==> config.mk <==
export PLATFORM = sky130hd
export DESIGN_NAME = mrrq_ram
export DESIGN_NICKNAME = d
export VERILOG_FILES = /design/src/hw/rtl/mrrq_ram.sv
export SDC_FILE = /design/constraint.sdc
export NUM_CORES = 1
export LEC_CHECK = 0
export ABC_AREA = 1
export BUFFER_PORTS_ARGS = -buffer_cell sky130_fd_sc_hd__buf_2
export CAP_MARGIN = 30
export CORE_MARGIN = 10
export CORE_UTILIZATION = 42
export CTS_BUF_LIST = sky130_fd_sc_hd__clkbuf_8
export DETAILED_ROUTE_END_ITERATION = 6
export SLEW_MARGIN = 30
export SYNTH_ARGS = -nofsm -noshare
export SYNTH_HDL_FRONTEND = slang
export SYNTH_SLANG_ARGS = --single-unit
==> constraint.sdc <==
create_clock -name clk_i -period 2.1 [get_ports clk_i]
set_clock_uncertainty 0.2 [all_clocks]
set_input_delay 0.21 -clock clk_i [delete_from_list [all_inputs] [get_ports clk_i]]
set_output_delay 0.21 -clock clk_i [all_outputs]
set_load 0.05 [all_outputs]
==> src/hw/rtl/mrrq_ram.sv <==
// mrrq_ram: generic single write port RAM with registered read.
// No dependencies.
`timescale 1ns / 1ps
module mrrq_ram #(
  parameter int Width = 8,
  parameter int Depth = 16
) (
  input  logic                     clk_i,
  input  logic                     we_i,
  input  logic [$clog2(Depth)-1:0] waddr_i,
  input  logic [Width-1:0]         wdata_i,
  input  logic [$clog2(Depth)-1:0] raddr_i,
  output logic [Width-1:0]         rdata_o
);
  logic [Width-1:0] mem_q [Depth];
  always_ff @(posedge clk_i) begin
    if (we_i) mem_q[waddr_i] <= wdata_i;
    rdata_o <= mem_q[raddr_i];
  end
endmodule

==> results.md <==
* PortBufs at 25
* Power share of the clock group at 0.368
* Total chip power at 0.00551 W
* Vias at 3794
* DRT iter0 DRCs at 376
* Post-cts gate resize count at 0
* Chip height at 137 microns
* Reg clk slew, reported paths at 70 ps
* Peak VDD IR at 0.000403 V
* Leading area contributor after synthesis: edfxtp_1
* Final period utilization at 0.703
* Nets at 616
* Vias in the first global route at 3594
* Overflow after GRT at 0
* CP Max Fanout at 1
* Final antenna-violating net count at 0
* Top cell type's share of synthesized area at 0.667
* Reg2Reg Capture Point: rdata_o[7]
* Worst stage delay on the critical path at 360 ps
* Routability cong. at 0.848
* Post-layout util at 0.492
* Largest net degree at the start of global routing at 65
* Fin Setup TNS at 0 ps
* Clk_lat worst skew at 430 ps
* F_max at 677 MHz
* CP Capture Point: rdata_o[5]
* Critical Path AT at 1070 ps
* Area of the multi-input gates at 1210 sq um
* # diodes at 0
* CTS tree: built
* Hpwl dp at 7.70 mm
* Synthesized Nets at 569
* Fill count at 1220
* Initial antenna violation count at 0
* Combinational fraction of design power at 0.078
* Share of layout cells above drive strength 1 at 0.119
* R2R setup slack at 890 ps
* CP Capture Type: output pin
* Switch Pwr at 0.00127 W
* Worst slew pin tran at 620 ps
* Family with the most delay on the worst path: flip-flops
* Pleak at 2.87 nW
* Post-Syn Instances at 551
* Tightest Hold Check Type: primary input to flop
* Seq pwr share at 0.554
* Starting Density at 0.432
* CTS buffer count at 17
* PwrDens at 838 nW/um^2
* Die area at 18800 sq um
* Async S/R FF share, synth at 0
* Slew headroom at 0.586
* # rows at 42
* Crit path max-delay cell type: dfxtp_1
* Syn. warnings at 0
* Reg2reg start: mem_q[9][7]
* Ordered list of cells on the worst path: buf_2
* RSZ-0062 raised after global routing: no
* # DRC at 0
* Sw Ratio at 0.230
* Post-synth EDFFs at 128
* Top cells by area, synth: edfxtp_1 (67%), nand2_1 (11%), nand3_1 (8.4%)
* Final Max Slew Viols at 0
* Mean Syn Cell Area at 10.5 sq um
* Fin. Hold Viols at 0
* Sequential area share after synthesis at 0.694
* CP bufs+invs at 1
* FF+latch area at 4000 sq um
* Tmin final at 1480 ps
* First-pass GRT wire length at 19.9 mm
* Critical path depth in cells at 1
* Routed wire length at 12.8 mm
* H-tree levels at 4
* Maxcap violations at 0
* Area grow syn2layout at 14.0%
* Library cells used by synthesis at 12
* Setup violators final at 0
* WP data required at 1690 ps
* Outcome: completed
* Netlist area before placement at 5770 sq um
* GR Util All Layers at 0.142
* Synth top cells by count: nand2_1 (173), edfxtp_1 (128), inv_1 (100), nand3_1 (97), nor2_1 (17)
* Post-CTS Setup Inserts at 0
* Max Buffers Root-to-Sink at 2
* Root Buffer: clkbuf_8
* Main synth FF type: edfxtp_1
* Top-count cell post-synth: nand2_1
* I/O pin cnt at 26
* Core ar. at 13300 sq um
* Startpoint Class: flop
* Die X at 137 microns
* Worst setup path start: rdata_o[5]
* Drt pass-1 iters at 5
* Avg WL per Cell at 16.3 microns
* Clock sink count at 136
* P_int at 0.00424 W
* R2R depth at 6
* Register bit count reported by yosys at 136
* Kind of critical path: flop to output pin
* Vias per std cell at 4.82
power by group through the flow:
stage	clock (W)	sequential [W]	combinational, W
floorplan	0	0.00317	0.000214
global placement	0	0.00311	0.000418
detailed placement	0	0.00311	0.000422
CTS	0.00207	0.00305	0.000435
global route	0.00219	0.00305	0.000477
finish	0.00203	0.00305	0.000431
cell usage in the layout (no fill, tap or decap):
cell           synthesis  final
nand2_1              173    173
edfxtp_1             128    128
inv_1                100    105
nand3_1               97     97
buf_2                 13     25
clkbuf_8               0     19
nor2_1                17     17
buf_4                  4     17
dlygate4sd3_1          0      8
dfxtp_1                8      8
clkinv_2               0      4
inv_2                  2      2
nand3b_1               2      2
bufinv_16              0      2
clkinv_4               0      2
buf_12                 0      2
what timing repair did:
item / in CTS / in global routing
endpoints found under the setup margin: 0 / 0
hold buffers: 8 / 0
hold endpoints to repair: 109 / 0
worst min-delay path by stage:
stage               startpoint            to  slack [ps]  depth (start not counted)
global placement    raddr_i[3]    rdata_o[5]         390                          3
floorplan           wdata_i[0]   mem_q[0][0]         110                          0
finish              wdata_i[7]  mem_q[13][7]          20                          1
global route        wdata_i[7]   mem_q[6][7]           8                          1
CTS                 wdata_i[7]  mem_q[12][7]          10                          1
detailed placement  raddr_i[3]    rdata_o[5]         400                          3
final cells by class:
class,instances,area share
flip-flops and latches,136,0.609
multi-input cells,289,0.185
inverters,102,0.0583
repair buffers,52,0.0567
clock buffers,19,0.0398
well taps,176,0.0335
clock inverters,13,0.0177
cells by family (layout without fill, tap and decap cells):
| logic type | after synthesis | in the layout | synth area share |
|---|---|---|---|
| DFF | 136 | 136 | 0.694 |
| buffers and inverters | 126 | 186 | 0.0952 |
| and+or+nand+nor | 289 | 289 | 0.210 |
stage by stage:
stage               instance area (sq um)  instances  hold WS, ps  setup slack, ps
floorplan                            5770        551          109              739
CTS                                  6570        787         10.4              599
global route                         6570        787         7.74              580
finish                               6570        787         18.1              623
detailed placement                   6110        747          398              341
global placement                     6110        747          394              347
metal layers:
layer | vias to the layer above | share of wire | global-route usage
li1 | 1861 | - | -
met1 | 1801 | 0.46 | 0.188
met2 | 119 | 0.47 | 0.222
met3 | 13 | 0.059 | 0.0353
met4 | 0 | 0.011 | 0.0468
met5 | - | 0 | 0
registers in the layout, summed over array words and instances, names as in the netlist:
signal,count
mem_q,128
rdata_o,8
No activity file was read; power rests on OpenSTA's default activity.
